`src/hdl/clt_pkg.sv`:
```
// ----------------------------------------------------------------------------
// clt_pkg
// Shared types, token codes and keyword tables for the tokenizer.
// ----------------------------------------------------------------------------
package clt_pkg;

    localparam int LINE_BITS_DEF   = 20;
    localparam int OUT_LINE_W      = 20;
    localparam int MAX_KEYWORD_LEN = 12;
    localparam int NUM_KW          = 16;
    localparam int MAX_RECS        = 4;
    localparam int QUEUE_DEPTH     = 2;

    localparam logic [4:0] K_EOF     = 5'd0;
    localparam logic [4:0] K_IDENT   = 5'd17;
    localparam logic [4:0] K_INT     = 5'd18;
    localparam logic [4:0] K_FLOAT   = 5'd19;
    localparam logic [4:0] K_STRING  = 5'd20;
    localparam logic [4:0] K_PUNCT0  = 5'd21;
    localparam logic [4:0] K_UNKNOWN = 5'd31;

    typedef struct packed {
        logic       done;
        logic [4:0] kind;
        logic [7:0] data;
    } rec_t;

    typedef struct packed {
        logic [2:0]              cnt;
        rec_t [MAX_RECS-1:0]     recs;
        logic [OUT_LINE_W-1:0]   line;
    } bundle_t;

    function automatic logic [95:0] kw_word(input logic [3:0] k);
        logic [95:0] w;
        case (k)
            4'd0:    w = "struct";
            4'd1:    w = "enum";
            4'd2:    w = "taggedstruct";
            4'd3:    w = "taggedunion";
            4'd4:    w = "block";
            4'd5:    w = "uchar";
            4'd6:    w = "uint";
            4'd7:    w = "ulong";
            4'd8:    w = "char";
            4'd9:    w = "float";
            4'd10:   w = "double";
            4'd11:   w = "sbyte";
            4'd12:   w = "sword";
            4'd13:   w = "slong";
            4'd14:   w = "ubyte";
            default: w = "uword";
        endcase
        return w;
    endfunction

    function automatic logic [3:0] kw_len(input logic [3:0] k);
        logic [3:0] l;
        case (k)
            4'd0, 4'd10:             l = 4'd6;
            4'd1, 4'd6, 4'd8:        l = 4'd4;
            4'd2:                    l = 4'd12;
            4'd3:                    l = 4'd11;
            default:                 l = 4'd5;
        endcase
        return l;
    endfunction

    function automatic logic [7:0] kw_char(input logic [3:0] k, input logic [3:0] p);
        logic [95:0] w;
        logic [3:0]  l;
        logic [7:0]  ch;
        w  = kw_word(k);
        l  = kw_len(k);
        ch = 8'd0;
        if (p < l)
            ch = w[(l - 4'd1 - p) * 8 +: 8];
        return ch;
    endfunction

endpackage

```
`src/hdl/clt_front.sv`:
```
// ----------------------------------------------------------------------------
// clt_front
// Scanner: one byte a cycle while take is high, produces a bundle of up to four records.
// ----------------------------------------------------------------------------
module clt_front
    import clt_pkg::*;
#(
    parameter int LINE_BITS = LINE_BITS_DEF
)
(
    input  logic       clk,
    input  logic       rst_n,
    input  logic       take,
    input  logic [7:0] char_in,
    input  logic       end_of_input,
    output logic       push,
    output bundle_t    bundle
);

    typedef enum logic [3:0] {
        M_IDLE, M_IDENT, M_SIGN, M_INT, M_FRAC, M_EXPS, M_EXPD,
        M_STRING, M_SLASH, M_LINEC, M_BLOCKC
    } mode_t;

    localparam logic [LINE_BITS-1:0] LINE_MAX = {LINE_BITS{1'b1}};

    mode_t                mode_reg, mode_next;
    logic [15:0]          cand_reg, cand_next;
    logic [3:0]           len_reg, len_next;
    logic                 flt_reg, flt_next;
    logic                 esc_reg, esc_next;
    logic                 star_reg, star_next;
    logic [LINE_BITS-1:0] line_reg, line_next;

    function automatic logic is_letter(input logic [7:0] c);
        return (c >= "a" && c <= "z") || (c >= "A" && c <= "Z") || c == "_";
    endfunction

    function automatic logic is_digit(input logic [7:0] c);
        return c >= "0" && c <= "9";
    endfunction

    function automatic logic [15:0] kw_filter(input logic [15:0] cand,
                                              input logic [3:0] p,
                                              input logic [7:0] c);
        logic [15:0] r;
        logic [7:0]  lc;
        r  = cand;
        lc = (c >= "A" && c <= "Z") ? c + 8'd32 : c;
        for (int k = 0; k < NUM_KW; k++) begin
            if (p >= kw_len(4'(k)) || 32'(p) >= MAX_KEYWORD_LEN || lc != kw_char(4'(k), p))
                r[k] = 1'b0;
        end
        return r;
    endfunction

    function automatic logic [4:0] ident_kind(input logic [15:0] cand, input logic [3:0] len);
        logic [4:0] kd;
        logic       hit;
        kd  = K_IDENT;
        hit = 1'b0;
        if (32'(len) <= MAX_KEYWORD_LEN) begin
            for (int k = 0; k < NUM_KW; k++) begin
                if (!hit && cand[k] && kw_len(4'(k)) == len) begin
                    hit = 1'b1;
                    kd  = 5'(k + 1);
                end
            end
        end
        return kd;
    endfunction

    function automatic logic [4:0] punct_code(input logic [7:0] c);
        logic [4:0] p;
        case (c)
            "{":     p = 5'd0;
            "}":     p = 5'd1;
            "[":     p = 5'd2;
            "]":     p = 5'd3;
            "(":     p = 5'd4;
            ")":     p = 5'd5;
            ";":     p = 5'd6;
            "=":     p = 5'd7;
            ",":     p = 5'd8;
            "*":     p = 5'd9;
            default: p = 5'd31;
        endcase
        return p;
    endfunction

    logic [2:0]          n;
    rec_t [MAX_RECS-1:0] recs;
    logic                rescan;
    logic                inc;
    logic [4:0]          pc;
    logic [4:0]          num_kind;

    always_comb
    begin
        mode_next = mode_reg;
        cand_next = cand_reg;
        len_next  = len_reg;
        flt_next  = flt_reg;
        esc_next  = esc_reg;
        star_next = star_reg;
        n         = 3'd0;
        recs      = '0;
        rescan    = 1'b0;
        inc       = 1'b0;
        pc        = punct_code(char_in);
        num_kind  = flt_reg ? K_FLOAT : K_INT;

        if (end_of_input)
        begin
            case (mode_reg)
                M_IDENT:
                begin
                    recs[n[1:0]] = '{1'b1, ident_kind(cand_reg, len_reg), 8'd0}; n = n + 3'd1;
                end
                M_SIGN:
                begin
                    recs[n[1:0]] = '{1'b1, K_UNKNOWN, 8'd0}; n = n + 3'd1;
                end
                M_INT, M_FRAC, M_EXPS, M_EXPD:
                begin
                    recs[n[1:0]] = '{1'b1, num_kind, 8'd0}; n = n + 3'd1;
                end
                M_STRING:
                begin
                    recs[n[1:0]] = '{1'b1, K_STRING, 8'd0}; n = n + 3'd1;
                end
                M_SLASH:
                begin
                    recs[n[1:0]] = '{1'b0, K_EOF, "/"}; n = n + 3'd1;
                    recs[n[1:0]] = '{1'b1, K_UNKNOWN, 8'd0}; n = n + 3'd1;
                end
                default: ;
            endcase
            recs[n[1:0]] = '{1'b1, K_EOF, 8'd0}; n = n + 3'd1;
            mode_next = M_IDLE;
            cand_next = 16'hFFFF;
            len_next  = 4'd0;
            flt_next  = 1'b0;
            esc_next  = 1'b0;
            star_next = 1'b0;
        end
        else
        begin
            case (mode_reg)
                M_IDENT:
                    if (is_letter(char_in) || is_digit(char_in))
                    begin
                        cand_next = kw_filter(cand_reg, len_reg, char_in);
                        len_next  = (len_reg < 4'd15) ? len_reg + 4'd1 : len_reg;
                        recs[n[1:0]] = '{1'b0, K_EOF, char_in}; n = n + 3'd1;
                    end
                    else
                    begin
                        recs[n[1:0]] = '{1'b1, ident_kind(cand_reg, len_reg), 8'd0};
                        n = n + 3'd1;
                        rescan = 1'b1;
                    end
                M_SIGN:
                    if (is_digit(char_in))
                    begin
                        recs[n[1:0]] = '{1'b0, K_EOF, char_in}; n = n + 3'd1;
                        mode_next = M_INT;
                    end
                    else
                    begin
                        recs[n[1:0]] = '{1'b1, K_UNKNOWN, 8'd0}; n = n + 3'd1;
                        rescan = 1'b1;
                    end
                M_INT, M_FRAC:
                    if (is_digit(char_in))
                    begin
                        recs[n[1:0]] = '{1'b0, K_EOF, char_in}; n = n + 3'd1;
                    end
                    else if (char_in == "." && mode_reg == M_INT)
                    begin
                        recs[n[1:0]] = '{1'b0, K_EOF, char_in}; n = n + 3'd1;
                        flt_next  = 1'b1;
                        mode_next = M_FRAC;
                    end
                    else if (char_in == "e" || char_in == "E")
                    begin
                        recs[n[1:0]] = '{1'b0, K_EOF, char_in}; n = n + 3'd1;
                        flt_next  = 1'b1;
                        mode_next = M_EXPS;
                    end
                    else
                    begin
                        recs[n[1:0]] = '{1'b1, num_kind, 8'd0}; n = n + 3'd1;
                        rescan = 1'b1;
                    end
                M_EXPS:
                    if (is_digit(char_in) || char_in == "+" || char_in == "-")
                    begin
                        recs[n[1:0]] = '{1'b0, K_EOF, char_in}; n = n + 3'd1;
                        mode_next = M_EXPD;
                    end
                    else
                    begin
                        recs[n[1:0]] = '{1'b1, num_kind, 8'd0}; n = n + 3'd1;
                        rescan = 1'b1;
                    end
                M_EXPD:
                    if (is_digit(char_in))
                    begin
                        recs[n[1:0]] = '{1'b0, K_EOF, char_in}; n = n + 3'd1;
                    end
                    else
                    begin
                        recs[n[1:0]] = '{1'b1, num_kind, 8'd0}; n = n + 3'd1;
                        rescan = 1'b1;
                    end
                M_STRING:
                    if (esc_reg)
                    begin
                        esc_next = 1'b0;
                        case (char_in)
                            "n":     recs[n[1:0]] = '{1'b0, K_EOF, 8'd10};
                            "t":     recs[n[1:0]] = '{1'b0, K_EOF, 8'd9};
                            "r":     recs[n[1:0]] = '{1'b0, K_EOF, 8'd13};
                            default: recs[n[1:0]] = '{1'b0, K_EOF, char_in};
                        endcase
                        n = n + 3'd1;
                    end
                    else if (char_in == "\\")
                        esc_next = 1'b1;
                    else if (char_in == "\"")
                    begin
                        recs[n[1:0]] = '{1'b1, K_STRING, 8'd0}; n = n + 3'd1;
                        mode_next = M_IDLE;
                    end
                    else
                    begin
                        recs[n[1:0]] = '{1'b0, K_EOF, char_in}; n = n + 3'd1;
                    end
                M_SLASH:
                    if (char_in == "/")
                        mode_next = M_LINEC;
                    else if (char_in == "*")
                    begin
                        mode_next = M_BLOCKC;
                        star_next = 1'b0;
                    end
                    else
                    begin
                        recs[n[1:0]] = '{1'b0, K_EOF, "/"}; n = n + 3'd1;
                        recs[n[1:0]] = '{1'b1, K_UNKNOWN, 8'd0}; n = n + 3'd1;
                        rescan = 1'b1;
                    end
                M_LINEC:
                    if (char_in == "\n")
                    begin
                        inc       = 1'b1;
                        mode_next = M_IDLE;
                    end
                M_BLOCKC:
                    if (star_reg && char_in == "/")
                    begin
                        mode_next = M_IDLE;
                        star_next = 1'b0;
                    end
                    else
                    begin
                        star_next = (char_in == "*");
                        inc       = (char_in == "\n");
                    end
                default:
                    rescan = 1'b1;
            endcase

            if (rescan)
            begin
                mode_next = M_IDLE;
                if (char_in == " " || char_in == "\t" || char_in == "\r")
                    mode_next = M_IDLE;
                else if (char_in == "\n")
                    inc = 1'b1;
                else if (pc != 5'd31)
                begin
                    recs[n[1:0]] = '{1'b0, K_EOF, char_in}; n = n + 3'd1;
                    recs[n[1:0]] = '{1'b1, K_PUNCT0 + pc, 8'd0}; n = n + 3'd1;
                end
                else if (char_in == "\"")
                begin
                    mode_next = M_STRING;
                    esc_next  = 1'b0;
                end
                else if (char_in == "/")
                    mode_next = M_SLASH;
                else if (is_letter(char_in))
                begin
                    mode_next = M_IDENT;
                    cand_next = kw_filter(16'hFFFF, 4'd0, char_in);
                    len_next  = 4'd1;
                    recs[n[1:0]] = '{1'b0, K_EOF, char_in}; n = n + 3'd1;
                end
                else if (is_digit(char_in) || char_in == "-")
                begin
                    mode_next = is_digit(char_in) ? M_INT : M_SIGN;
                    flt_next  = 1'b0;
                    recs[n[1:0]] = '{1'b0, K_EOF, char_in}; n = n + 3'd1;
                end
                else
                begin
                    recs[n[1:0]] = '{1'b0, K_EOF, char_in}; n = n + 3'd1;
                    recs[n[1:0]] = '{1'b1, K_UNKNOWN, 8'd0}; n = n + 3'd1;
                end
            end
        end

        line_next = (inc && line_reg != LINE_MAX) ? line_reg + 1'b1 : line_reg;
    end

    assign push        = take && (n != 3'd0);
    assign bundle.cnt  = n;
    assign bundle.recs = recs;
    assign bundle.line = OUT_LINE_W'(line_reg);

    always_ff @(posedge clk or negedge rst_n)
    begin
        if (!rst_n)
        begin
            mode_reg <= M_IDLE;
            cand_reg <= 16'hFFFF;
            len_reg  <= 4'd0;
            flt_reg  <= 1'b0;
            esc_reg  <= 1'b0;
            star_reg <= 1'b0;
            line_reg <= LINE_BITS'(1);
        end
        else if (take)
        begin
            mode_reg <= mode_next;
            cand_reg <= cand_next;
            len_reg  <= len_next;
            flt_reg  <= flt_next;
            esc_reg  <= esc_next;
            star_reg <= star_next;
            line_reg <= line_next;
        end
    end

endmodule

```
`src/hdl/clt_queue.sv`:
```
// ----------------------------------------------------------------------------
// clt_queue
// Short bundle queue between scanner and record serialiser.
// ----------------------------------------------------------------------------
module clt_queue
    import clt_pkg::*;
(
    input  logic    clk,
    input  logic    rst_n,
    input  logic    push,
    input  bundle_t wr_bundle,
    output logic    full,
    input  logic    pop,
    output logic    nonempty,
    output bundle_t rd_bundle
);

    localparam int PW = $clog2(QUEUE_DEPTH);

    bundle_t         mem [QUEUE_DEPTH];
    logic [PW-1:0]   wp_reg, rp_reg;
    logic [PW:0]     cnt_reg;

    assign full      = (cnt_reg == (PW+1)'(QUEUE_DEPTH));
    assign nonempty  = (cnt_reg != '0);
    assign rd_bundle = mem[rp_reg];

    always_ff @(posedge clk)
    begin
        if (push)
            mem[wp_reg] <= wr_bundle;
    end

    always_ff @(posedge clk or negedge rst_n)
    begin
        if (!rst_n)
        begin
            wp_reg  <= '0;
            rp_reg  <= '0;
            cnt_reg <= '0;
        end
        else
        begin
            if (push)
                wp_reg <= (32'(wp_reg) == QUEUE_DEPTH - 1) ? '0 : wp_reg + 1'b1;
            if (pop)
                rp_reg <= (32'(rp_reg) == QUEUE_DEPTH - 1) ? '0 : rp_reg + 1'b1;
            cnt_reg <= cnt_reg + (PW+1)'(push) - (PW+1)'(pop);
        end
    end

endmodule

```
`src/hdl/clt_back.sv`:
```
// ----------------------------------------------------------------------------
// clt_back
// Record serialiser: unpacks one bundle into words on the output stream.
// ----------------------------------------------------------------------------
module clt_back
    import clt_pkg::*;
(
    input  logic        clk,
    input  logic        rst_n,
    input  logic        q_nonempty,
    input  bundle_t     q_bundle,
    output logic        q_pop,
    output logic        m_tvalid,
    input  logic        m_tready,
    output logic [39:0] m_tdata,
    output logic        m_tuser,
    output logic        m_tlast
);

    bundle_t    cur_reg;
    logic       valid_reg;
    logic [1:0] idx_reg;
    logic       last;
    logic       load;
    rec_t       rec;

    assign rec      = cur_reg.recs[idx_reg];
    assign last     = ({1'b0, idx_reg} == cur_reg.cnt - 3'd1);
    assign load     = !valid_reg || (m_tready && last);
    assign q_pop    = load && q_nonempty;
    assign m_tvalid = valid_reg;
    assign m_tuser  = rec.done;
    assign m_tlast  = last;
    assign m_tdata  = {7'd0, cur_reg.line, rec.data, rec.kind};

    always_ff @(posedge clk)
    begin
        if (q_pop)
            cur_reg <= q_bundle;
    end

    always_ff @(posedge clk or negedge rst_n)
    begin
        if (!rst_n)
        begin
            valid_reg <= 1'b0;
            idx_reg   <= 2'd0;
        end
        else if (load)
        begin
            valid_reg <= q_nonempty;
            idx_reg   <= 2'd0;
        end
        else if (m_tready)
            idx_reg <= idx_reg + 2'd1;
    end

`ifndef NO_ASSERTIONS
    a_cnt_nonzero: assert property (@(posedge clk) disable iff (!rst_n)
        valid_reg |-> cur_reg.cnt != 3'd0)
        else $error("empty bundle shown");
    a_idx_range: assert property (@(posedge clk) disable iff (!rst_n)
        valid_reg |-> {1'b0, idx_reg} < cur_reg.cnt)
        else $error("record index past bundle");
    a_hold: assert property (@(posedge clk) disable iff (!rst_n)
        valid_reg && !m_tready |=> valid_reg && $stable(idx_reg))
        else $error("record dropped under stall");
`endif

endmodule

```
`src/hdl/config_language_tokenizer.sv`:
```
// ----------------------------------------------------------------------------
// config_language_tokenizer
// Streaming tokenizer for a configuration language.
// ----------------------------------------------------------------------------
// Input stream s_*: one source byte a word in s_tdata[7:0]; s_tlast is the
// end-of-input flag, which closes the pending token and adds an EOF token.
// Output stream m_*: one record a word. m_tuser is 1 for a token-end record
// (kind valid) and 0 for a lexeme byte record. m_tlast marks the last record
// caused by one input word.
// The scanner takes one byte a cycle while s_tready is high; each byte yields
// zero to four records into a two-bundle queue. The serialiser emits one
// record a cycle while m_tready is high, so throughput is one byte a cycle
// while records average at most one per byte, else limited by the output.
// A byte's records are registered in the queue and then in the serialiser.
// Reset returns the scanner to idle between tokens with line count one and
// empties the queue. A stalled receiver holds the current record; the queue
// then fills and s_tready drops until space frees.
// ----------------------------------------------------------------------------
module config_language_tokenizer
    import clt_pkg::*;
#(
    parameter int LINE_BITS = LINE_BITS_DEF
)
(
    input  logic        clk,
    input  logic        rst_n,
    input  logic        s_tvalid,
    output logic        s_tready,
    input  logic [7:0]  s_tdata,   // char_in
    input  logic        s_tlast,   // end_of_input
    output logic        m_tvalid,
    input  logic        m_tready,
    output logic [39:0] m_tdata,   // kind[4:0], lexeme_byte[12:5], line_number[32:13]
    output logic        m_tuser,   // token_done
    output logic        m_tlast    // last_of_run
);

    logic    full;
    logic    take;
    logic    push;
    logic    pop;
    logic    nonempty;
    bundle_t wr_bundle;
    bundle_t rd_bundle;

    assign s_tready = !full;
    assign take     = s_tvalid && s_tready;

    clt_front #(.LINE_BITS(LINE_BITS)) u_front (
        .clk          (clk),
        .rst_n        (rst_n),
        .take         (take),
        .char_in      (s_tdata),
        .end_of_input (s_tlast),
        .push         (push),
        .bundle       (wr_bundle)
    );

    clt_queue u_queue (
        .clk       (clk),
        .rst_n     (rst_n),
        .push      (push),
        .wr_bundle (wr_bundle),
        .full      (full),
        .pop       (pop),
        .nonempty  (nonempty),
        .rd_bundle (rd_bundle)
    );

    clt_back u_back (
        .clk        (clk),
        .rst_n      (rst_n),
        .q_nonempty (nonempty),
        .q_bundle   (rd_bundle),
        .q_pop      (pop),
        .m_tvalid   (m_tvalid),
        .m_tready   (m_tready),
        .m_tdata    (m_tdata),
        .m_tuser    (m_tuser),
        .m_tlast    (m_tlast)
    );

endmodule
```
`config.mk`:
```
export PLATFORM = sky130hd
export DESIGN_NAME = config_language_tokenizer
export DESIGN_NICKNAME = d
export VERILOG_FILES = /design/src/hdl/clt_pkg.sv /design/src/hdl/clt_front.sv /design/src/hdl/clt_queue.sv /design/src/hdl/clt_back.sv /design/src/hdl/config_language_tokenizer.sv
export SDC_FILE = /design/constraint.sdc
export NUM_CORES = 1
export LEC_CHECK = 0
export BUFFER_PORTS_ARGS = -buffer_cell sky130_fd_sc_hd__buf_2
export CAP_MARGIN = 20
export CORE_MARGIN = 3
export CORE_UTILIZATION = 45
export CTS_CLUSTER_DIAMETER = 60
export DETAILED_ROUTE_END_ITERATION = 10
export GPL_TIMING_DRIVEN = 0
export PLACE_DENSITY = 0.69
export RECOVER_POWER = 25
export SYNTH_ARGS = -nofsm -noshare
export SYNTH_HDL_FRONTEND = slang
export SYNTH_SLANG_ARGS = --single-unit
```
`constraint.sdc`:
```
create_clock -name clk -period 9.2 [get_ports clk]
set_input_delay 0.46 -clock clk [delete_from_list [all_inputs] [get_ports clk]]
set_output_delay 0.46 -clock clk [all_outputs]
set_load 0.03 [all_outputs]
```
==> impl_metrics.py <==
metrics = {
    "pwr": {
        "ir_drop_v": 0.0001437,
        "p_seq_share_pct": 37.1,
        "switching_share_pct": 36.79,
        "comb_power_share_pct": 40.3,
        "power.leakage_nw": 6.743,
        "power_switching_mw": 1.944,
        "power_density_nw_per_um2": 282.6,
        "p_clk_share_pct": 22.7,
        "p_int_mw": 3.340,
    },
    "setup_path": {
        "cp-start-kind": "register",
        "critPathMaxStageDelay_ns": 0.54,
        "required_ns": 9.69,
        "cpMaxStageDelayCell": "dfrtp_1",
        "cp_cell_sequence": "clkbuf_1, clkbuf_1, inv_1, ha_1, clkbuf_1, buf_1, clkbuf_1, o31ai_1, a21oi_1, xnor2_1, nand4_1, o31a_1, o21ai_1",
        "crit_path_end_kind": "register",
        "cp.arrival_ns": 5.19,
        "crit_top_cell": "clkbuf_1",
        "cp_max_fo": 10,
        "path_class": "reg -> reg",
    },
    "timing": {
        "slew_headroom_pct": -29.47,
        "worst_hold_slack_ns": 0.2615,
        "setup_viol": 0,
        "worst_pin_slew_ns": 1.942,
        "period_share_pct": 51.02,
        "fin_ws_ns": 4.506,
        "setup_tns_ns": 0,
        "slew_viol_final": 34,
        "maxClockFrequency_mhz": 213.0,
        "period_needed_ns": 4.694,
        "finalHoldViolCount": 0,
        "fin_skew_ns": 0.01846,
        "rsz0062_at_grt": "no",
    },
    "detailed_routing": {
        "post_drt_via_cell_ratio": 6.177,
        "avgRoutedWirePerCell_um": 23.27,
        "vias": 12909,
        "routed_wl_mm": 48.64,
        "dr.pass1.iters": 5,
        "remaining_drc_errors": 0,
        "final_antenna_net_count": 0,
        "first_iter_violations": 1226,
    },
    "status": {
        "violations": "max-capacitance violations, max-slew violations",
        "status": "finished with violations",
    },
    "placement": {
        "dp.final_hpwl_mm": 35.11,
        "dp.cells": 2031,
        "port_buffers": 48,
        "pre_cts_ws_ns": 4.350,
        "place_congestion": 1.004,
    },
    "die": {
        "die-area_um2": 39230,
        "io_pins": 57,
        "die_h_um": 198.1,
        "initial_core_util_pct": 46.11,
        "die_x_um": 198.1,
        "rows": 69,
        "core_um2": 36000,
    },
    "cts": {
        "cts_root_buf": "clkbuf_16",
        "cts_sinks": 291,
        "cts.path.max_buffers": 3,
        "cts_max_level": 1,
        "cts_setup_buffers": 0,
        "cts_inserted_buffers": 31,
        "insertion_delay_ns": 0.57,
        "cts_tree": "yes",
        "clk_pin_slew_ns": 0.06,
        "holdBufCountCts": 1,
        "cts_resized": 0,
    },
    "finish": {
        "syn_to_final_growth_pct": 12.65,
        "fin_nets": 1645,
        "largest_reg_flops": 158,
        "instances_no_fill": 2090,
        "antenna_cells": 0,
        "drive_gt1_share_pct": 18.54,
    },
    "synth": {
        "syn-cell-area_um2": 16600,
        "synth_edf_count": 237,
        "ys_async_sr_fraction_pct": 18.56,
        "syn_inst": 1502,
        "avgSynthCellArea_um2": 11.05,
        "ys_types": 102,
        "yosys_warnings": 0,
        "ys_seq_area_share_pct": 51.14,
        "synth-main-ff-cell": "edfxtp_1",
        "ys_seq_elements": 291,
    },
    "job": {
        "max_cap_viol_count": 1,
    },
    "global_routing": {
        "track_usage_pct": 24.46,
        "overflow": 0,
        "grt_pass1_wl_mm": 74.48,
        "grt_pass1_vias": 12481,
        "antenna_found_initial": 1,
        "grt_max_degree": 34,
    },
    "hold_path": {
        "hold_path_class": "in -> reg",
    },
}
critical path: cells and delay by family (launching register included):
kind	cells	cell delay, ns
and+or+nand+nor	1	0.14
buffers and inverters	6	2.55
AOI/OAI and AO/OA	4	0.87
adders and majority gates	1	0.37
xor gates and xnor gates	1	0.16
DFF	1	0.54
cell type report:
type	count	area, um^2
Fill cell	3129	17300
Sequential cell	291	8489
Multi-Input combinational cell	1054	7397
Clock buffer	43	830.8
Buffer	126	634.4
Tap cell	461	576.8
Timing Repair Buffer	63	475.5
Clock inverter	15	157.7
Inverter	37	138.9
power groups by stage:
stage,clock network (mW),registers [mW],logic (mW)
2_1_floorplan,0,2.01,1.46
3_3_place_gp,0,2.06,1.99
3_5_place_dp,0,1.98,2.12
4_1_cts,1.22,1.96,2.13
5_1_grt,1.27,1.98,2.30
6_report,1.20,1.96,2.13
path summary, 6_finish.rpt:
kind                       slack (ns)             endpoint  depth (start not counted)           startpoint
max in group asynchronous        6.11  u_front.line_reg[7]                          3                rst_n
setup / recovery                 4.51  u_front.cand_reg[3]                         13   u_front.len_reg[1]
setup reg to reg                 4.51  u_front.cand_reg[3]                         13   u_front.len_reg[1]
hold / removal                   0.26    u_back.idx_reg[0]                          3             m_tready
hold reg to reg                  0.48  u_front.cand_reg[2]                          2  u_front.cand_reg[2]
min in group asynchronous        0.69      u_front.flt_reg                          2                rst_n
cells in the final DEF, fill, tap and decap left out, types with 13 or more instances in the layout:
cell       instances
nand2_1          113
ha_1              28
and3_1            17
edfxtp_1         237
inv_1             36
mux2_2            85
nor2b_1           13
a31oi_1           29
nor2_1            97
dfrtp_1           37
nand4_1           28
and2_1            36
clkbuf_16         31
o21ai_0           75
xnor2_1           52
dfstp_2           16
buf_2             46
nand2b_1          21
buf_4             30
o211ai_1          18
mux4_2            17
nor4_1            14
nor3_1            47
nand3_1           40
a21oi_1           73
clkbuf_1          96
kinds of logic after synthesis:
group           count (synthesis)  synth area share (%)
xor+xnor                       64                 3.422
other cells                     1               0.02259
flops                         291                 51.14
simple gates                  500                 15.98
fa+ha+maj                      28                 2.110
mux                           109                 8.494
buf+inv                       163                 4.658
compound gates                346                 14.18
layer usage:
layer | GRT usage (%) | part of all wire, %
met2 | 41.16 | 48
met4 | 7.995 | 3.7
met3 | 3.097 | 5.9
met5 | 0 | 0
met1 | 33.11 | 42
metrics by stage:
step | power [mW] | cell area, um^2 | utilization [%]
final | 5.284 | 18700 | 51.94
after CTS | 5.307 | 18750 | 52.07
after global placement | 4.053 | 17440 | 48.44
after global routing | 5.554 | 18700 | 51.94
after floorplan | 3.465 | 16620 | -
after detailed placement | 4.100 | 17750 | 49.30
Yosys cell counts, types with 37 or more instances:
library cell | instances | area, um^2
nand2_1 | 113 | 424.2
nor3_1 | 47 | 235.2
mux2_2 | 85 | 957.2
o21ai_0 | 75 | 375.4
a21oi_1 | 74 | 370.4
dfrtp_1 | 37 | 925.9
xnor2_1 | 52 | 455.4
nand3_1 | 40 | 200.2
nor2_1 | 97 | 364.1
edfxtp_1 | 237 | 7117
clkbuf_1 | 61 | 229.0
(Power assumes the default switching activity.)
